**config.mk**
```make
export PLATFORM = sky130hd
export DESIGN_NAME = http_header_byte_parser
export DESIGN_NICKNAME = d
export VERILOG_FILES = /design/src/hdl/hhp_pkg.sv /design/src/hdl/http_header_byte_parser.sv /design/src/hdl/hhp_core.sv
export SDC_FILE = /design/constraint.sdc
export NUM_CORES = 1
export LEC_CHECK = 0
export BUFFER_PORTS_ARGS = -buffer_cell sky130_fd_sc_hd__buf_2
export CAP_MARGIN = 0
export CORE_MARGIN = 2
export CORE_UTILIZATION = 65
export DETAILED_ROUTE_END_ITERATION = 8
export PLACE_DENSITY = 0.82
export SETUP_SLACK_MARGIN = 0.3
export SLEW_MARGIN = 20
export SYNTH_ARGS = -nofsm -noshare
export SYNTH_HDL_FRONTEND = slang
export SYNTH_SLANG_ARGS = --single-unit
```
**constraint.sdc**
```tcl
create_clock -name clk -period 9.3 [get_ports clk]
set_input_delay 0.465 -clock clk [delete_from_list [all_inputs] [get_ports clk]]
set_output_delay 0.465 -clock clk [all_outputs]
set_load 0.02 [all_outputs]
```
**src/hdl/hhp_pkg.sv**
```systemverilog
// Shared types, codes and constants of the HTTP header byte parser.
`default_nettype none

package hhp_pkg;

	localparam int unsigned HHP_MAX_HEADER_INDEX = 127;
	localparam int unsigned NAME_LEN             = 14;

	localparam logic [7:0]  CH_CR    = 8'h0D;
	localparam logic [7:0]  CH_LF    = 8'h0A;
	localparam logic [7:0]  CH_SP    = 8'h20;
	localparam logic [7:0]  CH_COLON = 8'h3A;
	localparam logic [7:0]  CH_ZERO  = 8'h30;
	localparam logic [7:0]  CH_NINE  = 8'h39;
	localparam logic [7:0]  CH_UC_A  = 8'h41;
	localparam logic [7:0]  CH_UC_Z  = 8'h5A;

	localparam logic [15:0] HDR_LIMIT_RST  = 16'd512;
	localparam logic [31:0] BODY_LIMIT_RST = 32'hFFFF_FFFF;

	typedef enum logic [1:0] {
		CMD_DATA  = 2'd0,
		CMD_EOS   = 2'd1,
		CMD_START = 2'd2
	} cmd_t;

	typedef enum logic [3:0] {
		CLS_DELIM   = 4'd0,
		CLS_METHOD  = 4'd1,
		CLS_URL     = 4'd2,
		CLS_VERSION = 4'd3,
		CLS_CODE    = 4'd4,
		CLS_MESSAGE = 4'd5,
		CLS_NAME    = 4'd6,
		CLS_VALUE   = 4'd7,
		CLS_BODY    = 4'd8
	} cls_t;

	typedef enum logic [2:0] {
		ERR_NONE      = 3'd0,
		ERR_EMPTY     = 3'd1,
		ERR_CR_NO_LF  = 3'd2,
		ERR_NO_SPACE  = 3'd3,
		ERR_TRUNC     = 3'd4,
		ERR_TOO_LONG  = 3'd5,
		ERR_EOF       = 3'd6,
		ERR_BAD_LEN   = 3'd7
	} err_t;

	typedef enum logic [3:0] {
		PH_A      = 4'd0,
		PH_B      = 4'd1,
		PH_C      = 4'd2,
		PH_C_LF   = 4'd3,
		PH_LINE   = 4'd4,
		PH_NAME   = 4'd5,
		PH_SP     = 4'd6,
		PH_VALUE  = 4'd7,
		PH_V_LF   = 4'd8,
		PH_END_LF = 4'd9,
		PH_BODY   = 4'd10,
		PH_SKIP   = 4'd11,
		PH_ERR    = 4'd12
	} phase_t;

	typedef enum logic [1:0] {
		CFG_REPLY_MODE = 2'd0,
		CFG_HDR_LIMIT  = 2'd1,
		CFG_BODY_LIMIT = 2'd2
	} cfg_idx_t;

	typedef struct packed {
		cmd_t       command;
		logic [7:0] in_byte;
	} in_t;

	typedef struct packed {
		logic [7:0]  out_byte;
		cls_t        field_class;
		logic [6:0]  header_number;
		logic        field_first;
		logic        header_complete;
		logic        length_present;
		logic [31:0] length_value;
		logic        over_limit;
		logic        body_last;
		err_t        error_code;
		logic        clean_end;
	} out_t;

	typedef struct packed {
		logic        reply_mode;
		logic [15:0] header_size_limit;
		logic [31:0] body_size_limit;
	} cfg_t;

	function automatic logic [7:0] name_char(input logic [3:0] idx);
		logic [7:0] c;
		unique case (idx)
			4'd0:    c = "c";
			4'd1:    c = "o";
			4'd2:    c = "n";
			4'd3:    c = "t";
			4'd4:    c = "e";
			4'd5:    c = "n";
			4'd6:    c = "t";
			4'd7:    c = "-";
			4'd8:    c = "l";
			4'd9:    c = "e";
			4'd10:   c = "n";
			4'd11:   c = "g";
			4'd12:   c = "t";
			4'd13:   c = "h";
			default: c = 8'h00;
		endcase
		return c;
	endfunction

endpackage

`default_nettype wire

```
**src/hdl/http_header_byte_parser.sv**
```systemverilog
// Top level of the HTTP header byte parser: handshake, configuration and result register.
`default_nettype none

// Takes one message byte (or an end-of-stream or new-message command) per transfer and
// returns exactly one result per item. The block sustains one item per clock cycle while
// the output side is not stalled: an input register feeds the combinational step logic of
// the parse state, which writes the result register, so each item is held in the input
// register and its result in the result register. in_ready drops only while both the
// input and the result registers hold items and out_ready is low. Configuration writes take
// effect on the next byte stepped through the parser and are meant for idle periods.
module http_header_byte_parser
	import hhp_pkg::*;
#(
	parameter int unsigned MAX_HEADER_INDEX = HHP_MAX_HEADER_INDEX
) (
	input  wire logic        clk,
	input  wire logic        arst_n,
	input  wire logic        in_valid,
	output logic             in_ready,
	input  wire in_t         in_data,
	output logic             out_valid,
	input  wire logic        out_ready,
	output out_t             out_data,
	input  wire logic        cfg_wr_en,
	input  wire logic [1:0]  cfg_index,
	input  wire logic [31:0] cfg_wr_data
);

	cfg_t cfg_q;
	in_t  in_s1;
	logic vld_s1;
	out_t res_s2;
	logic vld_s2;
	out_t step_res;
	logic adv;
	logic step;

	assign adv       = !vld_s2 || out_ready;
	assign step      = vld_s1 && adv;
	assign in_ready  = !vld_s1 || adv;
	assign out_valid = vld_s2;
	assign out_data  = res_s2;

	always_ff @(posedge clk or negedge arst_n) begin
		if (!arst_n) begin
			cfg_q.reply_mode        <= 1'b0;
			cfg_q.header_size_limit <= HDR_LIMIT_RST;
			cfg_q.body_size_limit   <= BODY_LIMIT_RST;
		end else if (cfg_wr_en) begin
			unique case (cfg_index)
				CFG_REPLY_MODE: cfg_q.reply_mode        <= cfg_wr_data[0];
				CFG_HDR_LIMIT:  cfg_q.header_size_limit <= cfg_wr_data[15:0];
				CFG_BODY_LIMIT: cfg_q.body_size_limit   <= cfg_wr_data;
				default: ;
			endcase
		end
	end

	always_ff @(posedge clk or negedge arst_n) begin
		if (!arst_n) begin
			vld_s1 <= 1'b0;
			vld_s2 <= 1'b0;
		end else begin
			if (in_valid && in_ready)
				vld_s1 <= 1'b1;
			else if (adv)
				vld_s1 <= 1'b0;
			if (adv)
				vld_s2 <= vld_s1;
		end
	end

	always_ff @(posedge clk) begin
		if (in_valid && in_ready)
			in_s1 <= in_data;
		if (step)
			res_s2 <= step_res;
	end

	hhp_core #(
		.MAX_HEADER_INDEX(MAX_HEADER_INDEX)
	) u_core (
		.clk    (clk),
		.arst_n (arst_n),
		.step_en(step),
		.item   (in_s1),
		.cfg    (cfg_q),
		.result (step_res)
	);

endmodule

`default_nettype wire

```
**src/hdl/hhp_core.sv**
```systemverilog
// Per-message parse state and the one-byte step logic of the header parser.
`default_nettype none

module hhp_core
	import hhp_pkg::*;
#(
	parameter int unsigned MAX_HEADER_INDEX = HHP_MAX_HEADER_INDEX
) (
	input  wire logic clk,
	input  wire logic arst_n,
	input  wire logic step_en,
	input  wire in_t  item,
	input  wire cfg_t cfg,
	output out_t      result
);

	localparam int unsigned LW = $clog2(MAX_HEADER_INDEX + 1);

	phase_t       phase_q, phase_d;
	logic [1:0]   mark_q, mark_d;
	logic [15:0]  hbc_q, hbc_d;
	logic [LW-1:0] line_q, line_d;
	logic         tok_q, tok_d;
	logic [3:0]   mpos_q, mpos_d;
	logic         mism_q, mism_d;
	logic         found_q, found_d;
	logic [31:0]  accum_q, accum_d;
	logic [31:0]  rem_q, rem_d;
	err_t         err_q, err_d;
	logic         taking_q, taking_d;
	logic         bad_q, bad_d;

	logic         clear;
	err_t         err;
	cls_t         cls;
	logic         first_b;
	logic         complete;
	logic         done;
	logic [7:0]   b;
	logic [7:0]   lc;
	logic [3:0]   mpos_e;
	logic         mism_e;
	logic         tok_e;
	logic [35:0]  acc_x;
	logic [35:0]  prod;
	logic [LW+6:0] line_x;
	logic         over;

	assign b     = item.in_byte;
	assign acc_x = {4'b0, accum_q};
	assign prod  = (acc_x << 3) + (acc_x << 1) + {32'b0, b[3:0]};
	assign lc    = (b >= CH_UC_A && b <= CH_UC_Z) ? b + 8'd32 : b;

	always_comb begin
		phase_d  = phase_q;
		mark_d   = mark_q;
		hbc_d    = hbc_q;
		line_d   = line_q;
		tok_d    = tok_q;
		mpos_d   = mpos_q;
		mism_d   = mism_q;
		found_d  = found_q;
		accum_d  = accum_q;
		rem_d    = rem_q;
		err_d    = err_q;
		taking_d = taking_q;
		bad_d    = bad_q;
		result   = '0;
		clear    = 1'b0;
		err      = ERR_NONE;
		cls      = CLS_DELIM;
		first_b  = 1'b0;
		complete = 1'b0;
		done     = 1'b0;
		mpos_e   = mpos_q;
		mism_e   = mism_q;
		tok_e    = tok_q;
		over     = 1'b0;
		line_x   = '0;
		unique case (item.command)
			CMD_START: begin
				clear = 1'b1;
			end
			CMD_EOS: begin
				priority if (err_q != ERR_NONE) begin
					result.error_code = err_q;
				end else if (phase_q == PH_SKIP ||
						(phase_q == PH_A && tok_q && hbc_q == 16'd0)) begin
					result.clean_end = 1'b1;
					clear = 1'b1;
				end else begin
					err_d = ERR_EOF;
					phase_d = PH_ERR;
					result.error_code = ERR_EOF;
				end
			end
			CMD_DATA: begin
				result.out_byte = b;
				priority if (phase_q >= PH_ERR) begin
					phase_d = PH_ERR;
					result.error_code = err_q;
				end else if (phase_q == PH_SKIP) begin
					result.field_class = CLS_BODY;
				end else if (phase_q == PH_BODY) begin
					result.field_class = CLS_BODY;
					result.field_first = tok_q;
					tok_d = 1'b0;
					if (rem_q <= 32'd1) begin
						result.body_last = 1'b1;
						clear = 1'b1;
					end else begin
						rem_d = rem_q - 32'd1;
					end
				end else begin
					if (hbc_q != 16'hFFFF)
						hbc_d = hbc_q + 16'd1;
					priority if (b == CH_CR) begin
						mark_d = (mark_q == 2'd2) ? 2'd3 : 2'd1;
					end else if (b == CH_LF) begin
						if (mark_q == 2'd1) begin
							mark_d = 2'd2;
						end else begin
							done = (mark_q == 2'd3);
							mark_d = 2'd0;
						end
					end else begin
						mark_d = 2'd0;
					end

					unique case (phase_q)
						PH_A, PH_B: begin
							priority if (b == CH_SP) begin
								if (tok_q) begin
									err = ERR_EMPTY;
								end else begin
									phase_d = (phase_q == PH_A) ? PH_B : PH_C;
									tok_d = 1'b1;
								end
							end else if (b == CH_CR) begin
								err = ERR_NO_SPACE;
							end else begin
								if (phase_q == PH_A)
									cls = cfg.reply_mode ? CLS_VERSION : CLS_METHOD;
								else
									cls = cfg.reply_mode ? CLS_CODE : CLS_URL;
								first_b = tok_q;
								tok_d = 1'b0;
							end
						end
						PH_C: begin
							if (b == CH_CR) begin
								if (tok_q)
									err = ERR_EMPTY;
								else
									phase_d = PH_C_LF;
							end else begin
								cls = cfg.reply_mode ? CLS_MESSAGE : CLS_VERSION;
								first_b = tok_q;
								tok_d = 1'b0;
							end
						end
						PH_C_LF, PH_V_LF: begin
							if (b == CH_LF)
								phase_d = PH_LINE;
							else
								err = ERR_CR_NO_LF;
						end
						PH_LINE, PH_NAME: begin
							if (phase_q == PH_LINE && b == CH_CR) begin
								phase_d = PH_END_LF;
							end else begin
								if (phase_q == PH_LINE) begin
									if (line_q < LW'(MAX_HEADER_INDEX))
										line_d = line_q + 1'b1;
									mpos_e = 4'd0;
									mism_e = 1'b0;
									tok_e = 1'b1;
									mpos_d = 4'd0;
									mism_d = 1'b0;
									tok_d = 1'b1;
									phase_d = PH_NAME;
								end
								priority if (b == CH_COLON) begin
									if (!mism_e && mpos_e == 4'(NAME_LEN) && !found_q) begin
										found_d = 1'b1;
										taking_d = 1'b1;
										accum_d = '0;
										bad_d = 1'b0;
									end
									phase_d = PH_SP;
								end else if (b == CH_CR) begin
									err = ERR_TRUNC;
								end else begin
									cls = CLS_NAME;
									first_b = tok_e;
									tok_d = 1'b0;
									if (mpos_e < 4'(NAME_LEN) && lc == name_char(mpos_e))
										mpos_d = mpos_e + 4'd1;
									else
										mism_d = 1'b1;
								end
							end
						end
						PH_SP: begin
							if (b == CH_SP) begin
								phase_d = PH_VALUE;
								tok_d = 1'b1;
							end else begin
								err = ERR_NO_SPACE;
							end
						end
						PH_VALUE: begin
							if (b == CH_CR) begin
								if (taking_q) begin
									taking_d = 1'b0;
									if (tok_q || bad_q)
										err = ERR_BAD_LEN;
								end
								phase_d = PH_V_LF;
							end else begin
								cls = CLS_VALUE;
								first_b = tok_q;
								tok_d = 1'b0;
								if (taking_q) begin
									if (b >= CH_ZERO && b <= CH_NINE)
										accum_d = (prod[35:32] != 4'd0) ? 32'hFFFF_FFFF
											: prod[31:0];
									else
										bad_d = 1'b1;
								end
							end
						end
						PH_END_LF: begin
							if (b == CH_LF)
								complete = 1'b1;
							else
								err = ERR_CR_NO_LF;
						end
						default: ;
					endcase

					if (err == ERR_NONE && done && !complete)
						err = ERR_TRUNC;
					if (err == ERR_NONE && !complete && hbc_d >= cfg.header_size_limit)
						err = ERR_TOO_LONG;

					line_x = {7'b0, line_d};
					result.header_number = (line_x > (LW + 7)'(127)) ? 7'd127 : line_x[6:0];
					if (err != ERR_NONE) begin
						err_d = err;
						phase_d = PH_ERR;
						result.error_code = err;
					end else begin
						result.field_class = cls;
						result.field_first = first_b;
					end

					if (complete) begin
						over = found_q && (accum_q >= cfg.body_size_limit);
						result.header_complete = 1'b1;
						result.length_present = found_q;
						result.length_value = found_q ? accum_q : 32'd0;
						result.over_limit = over;
						priority if (over) begin
							phase_d = PH_SKIP;
						end else if (found_q && accum_q != 32'd0) begin
							rem_d = accum_q;
							tok_d = 1'b1;
							phase_d = PH_BODY;
						end else begin
							clear = 1'b1;
						end
					end
				end
			end
			default: ;
		endcase

		if (clear) begin
			phase_d  = PH_A;
			mark_d   = 2'd0;
			hbc_d    = 16'd0;
			line_d   = '0;
			tok_d    = 1'b1;
			mpos_d   = 4'd0;
			mism_d   = 1'b0;
			found_d  = 1'b0;
			accum_d  = '0;
			rem_d    = '0;
			err_d    = ERR_NONE;
			taking_d = 1'b0;
			bad_d    = 1'b0;
		end
	end

	always_ff @(posedge clk or negedge arst_n) begin
		if (!arst_n) begin
			phase_q  <= PH_A;
			mark_q   <= 2'd0;
			hbc_q    <= 16'd0;
			line_q   <= '0;
			tok_q    <= 1'b1;
			mpos_q   <= 4'd0;
			mism_q   <= 1'b0;
			found_q  <= 1'b0;
			accum_q  <= '0;
			rem_q    <= '0;
			err_q    <= ERR_NONE;
			taking_q <= 1'b0;
			bad_q    <= 1'b0;
		end else if (step_en) begin
			phase_q  <= phase_d;
			mark_q   <= mark_d;
			hbc_q    <= hbc_d;
			line_q   <= line_d;
			tok_q    <= tok_d;
			mpos_q   <= mpos_d;
			mism_q   <= mism_d;
			found_q  <= found_d;
			accum_q  <= accum_d;
			rem_q    <= rem_d;
			err_q    <= err_d;
			taking_q <= taking_d;
			bad_q    <= bad_d;
		end
	end

	a_err_phase: assert property (@(posedge clk) disable iff (!arst_n)
		(phase_q == PH_ERR) == (err_q != ERR_NONE))
		else $error("error latch and error phase disagree");

	a_body_rem: assert property (@(posedge clk) disable iff (!arst_n)
		phase_q == PH_BODY |-> rem_q != 32'd0)
		else $error("body phase with nothing left to count");

	a_match_pos: assert property (@(posedge clk) disable iff (!arst_n)
		mpos_q <= 4'(NAME_LEN))
		else $error("name match position past the name length");

	a_complete_clean: assert property (@(posedge clk) disable iff (!arst_n)
		step_en && result.header_complete |-> result.error_code == ERR_NONE &&
			result.body_last == 1'b0)
		else $error("header complete together with an error or body end");

	a_taking_found: assert property (@(posedge clk) disable iff (!arst_n)
		taking_q |-> found_q)
		else $error("length capture active without a length header");

endmodule

`default_nettype wire

```
==> metrics.cfg <==
[synth]
syn_area_per_cell_um2=9.436
ys_types=85
synth-async-reset-ratio=0.6903
syn_inst=1574
syn_area_mm2=0.01485
synth_ff_type=dfrtp_1
ys_warn_count=0
ys_ff_latch=226
yosysSeqAreaShare=0.4072
syn_nets=1750
synth_edf_count=70

[cts]
cts_sinks=226
cts_buffer_depth=3
post_cts_buffers=0
clockRootBuffer=clkbuf_16
clkSlewWorstSetupHoldPaths_ps=60
numCtsBuffers=26
cts.hold.buffers_added=0
clk-insertion-delay-late_ps=550
post_cts_resized=0
cts_max_level=1
tritoncts=built

[pwr]
p_total_mw=2.749
irDropWorstVdd_mv=0.1065
power.leakage_nw=7.664
cellPowerDensity_mw_per_mm2=166.7

[status]
violations=hold timing
status=complete, but fails checks

[sta]
finClkSkew_ps=22.81
slew_violations=0
setup_ws_ps=4256
setup_viol=0
worstMarginPinSlew_ps=1047
finalCritPeriodShare=0.5423
hold_viol=11
fmax_mhz=198.3
relSlewSlack=0.2836
tns_ps=0
layout_min_cycle_time_ps=5044
holdWs_ps=-10.91
rsz0062_at_grt=false

[routing]
vias_per_cell=6.667
vias=13050
ant_nets=0
drt-initial-drc-count=1078
first_pass_iters=5
wl_mm=40.89
post-route-drc-count=0
wl_per_cell_um=20.89

[global_route]
grt_antenna_before_repair=0
grt_first_pass_wirelength_mm=65.56
grtUsageTotal=0.3401
gr-total-overflow=0
grt_max_degree=86
first_global_vias=12660

[cells_and_area]
drive_above_1_share=0.1645
layoutNonFillerInstCount=1957
areaGrowthSynthToFinish_pct=10.99
fin_util=0.7326
final_net_count=1828
antennaDiodeCount=0

[critical_path]
rrSetupSlack_ps=4260
reg2reg_depth=16
cp.arrival_ps=5420
required_ps=9680
critPathKind=reg -> reg
timing.rr.start=u_core.hbc_q[3]
regToRegEndpoint=u_core.phase_q[2]
crit_path_start_kind=flop
end_kind=flop
path_max_fanout=11

[floorplan]
start_util=0.6600
ios=111
die_area_mm2=0.02407
core_mm2=0.02250
die_h_um=155.2
rows=55
die_w_um=155.2

[place]
pre_cts_slack_ps=4411
gp_congestion=0.9087
dp_hpwl_mm=28.11
io_buffers=110
placed_cells=1909

[flow_run]
cap_violations=0

[worst_hold_path]
min_path_type=in -> async

[layout make-up]
type / instances / area [µm²]
tap: 285 / 356.6
clock inverter: 15 / 205.2
sequential: 226 / 6048
inverter: 74 / 277.8
multi-input combinational: 1196 / 8218
clock buffer: 33 / 686.9
timing repair buffer: 128 / 691.9
fill: 1625 / 6018
[cell usage after synthesis (6+ instances only)]
cell       number  area [µm²]
a211oi_1       13       97.59
a21o_1         16       120.1
a21oi_1        79       395.4
a22o_1         12       105.1
a22oi_1        37       277.8
a31oi_1        16       100.1
a32oi_1        10       87.58
and2_1         47       294.0
and3_1         20       125.1
buf_2           9       45.04
clkbuf_1       62       232.7
dfrtp_1       122        3053
dfstp_2        34       893.4
edfxtp_1       70        2102
ha_1          125        1564
inv_1          74       277.8
mux2_2         50       563.0
mux2i_1         8       80.08
nand2_1       158       593.1
nand2b_1       13       81.33
nand3_1        40       200.2
nand3b_1        8       60.06
nand4_1        15       93.84
nor2_1         98       367.9
nor2b_1        10       62.56
nor3_1         39       195.2
nor4_1         38       237.7
o2111ai_1       7       61.31
o211ai_1       10       75.07
o21a_1         14       105.1
o21ai_0       107       535.5
o21ai_1        14       70.07
o22ai_1         8       50.05
o2bb2ai_1       9       78.83
o31a_1          6       52.55
o31ai_1        15       112.6
or2_2           9       56.30
or3_1          14       87.58
or4_1           9       67.56
xnor2_1        31       271.5
xor2_1         14       122.6
[power by group]
| group | total, mW | internal (mW) | switching, mW |
|---|---|---|---|
| Combinational | 0.455 | 0.172 | 0.283 |
| Sequential | 1.21 | 1.13 | 0.0825 |
| Clock | 1.08 | 0.659 | 0.420 |
| Total | 2.75 | 1.96 | 0.785 |
[stage by stage]
step,hold slack [ps],cell area [µm²]
2_1_floorplan,169.4,14850
3_3_place_gp,456.4,15590
3_5_place_dp,474.2,15590
4_1_cts,12.62,16480
5_1_grt,51.43,16480
6_report,-10.91,16480
[worst max path at each step]
stage	startpoint	endpoint	slack (ps)	cells past startpoint
floorplan	u_core.hbc_q[3]	u_core.phase_q[2]	4810	18
CTS	u_core.hbc_q[3]	u_core.phase_q[2]	4350	16
finish	u_core.hbc_q[3]	u_core.phase_q[2]	4260	16
detailed placement	u_core.hbc_q[3]	u_core.phase_q[2]	4410	16
global route	u_core.hbc_q[3]	u_core.phase_q[2]	3820	16
global placement	u_core.hbc_q[3]	u_core.phase_q[2]	4480	16
[placed cells by master, fill, tap and decap left out, types with 13 or more instances in the layout]
master     count
dfstp_2       34
edfxtp_1      70
nand2b_1      13
a211oi_1      13
buf_4         18
clkbuf_16     26
and3_1        20
a22oi_1       37
nor4_1        38
a31oi_1       16
nor3_1        37
buf_2        109
inv_1         73
mux2_2        50
xor2_1        14
nand3_1       40
a21oi_1       79
dfrtp_1      122
and2_1        47
xnor2_1       31
nor2_1        97
nand4_1       15
a21o_1        16
nand2_1      158
or3_1         14
o31ai_1       15
o21a_1        14
ha_1         125
o21ai_0      107
[sequential cells by signal, summed over array words and instances (netlist names), 2 cells and up]
name and count:
out_data 60, cfg_q 49, u_core.accum_q 32, u_core.rem_q 32, u_core.hbc_q 16, in_s1 10, u_core.line_q 7, u_core.mpos_q 4
u_core.phase_q 4, u_core.err_q 3, u_core.mark_q 2
[kinds of logic after synthesis]
| logic type | count (synthesis) | share of synthesized area |
|---|---|---|
| xor gates and xnor gates | 45 | 0.02654 |
| AOI/OAI and AO/OA | 424 | 0.1886 |
| adders and majority gates | 127 | 0.1080 |
| DFF | 226 | 0.4072 |
| muxes | 58 | 0.04330 |
| and+or+nand+nor | 542 | 0.1848 |
| buffers and inverters | 152 | 0.04145 |
[worst max-delay path, stage by stage (launching register included)]
cell and delay, ps:
dfrtp_1 530, and4_1 310, nand4_1 210, nor2_1 360
nand3_1 290, and3_1 370, nand3_1 200, xnor2_1 150
ha_1 250, and3_1 180, a2111o_1 410, a31oi_1 200
o21ai_0 220, or3_1 510, or3_1 360, o31ai_1 230
o21ai_0 100
[routing by layer]
metal / vias to the layer above / track usage / part of all wire
li1: 6008 / - / -
met2: 625 / 0.5577 / 0.47
met1: 6286 / 0.4451 / 0.40
met5: - / 0 / 0
met4: 0 / 0.1565 / 0.046
met3: 129 / 0.05655 / 0.080
(Power assumes the default switching activity.)
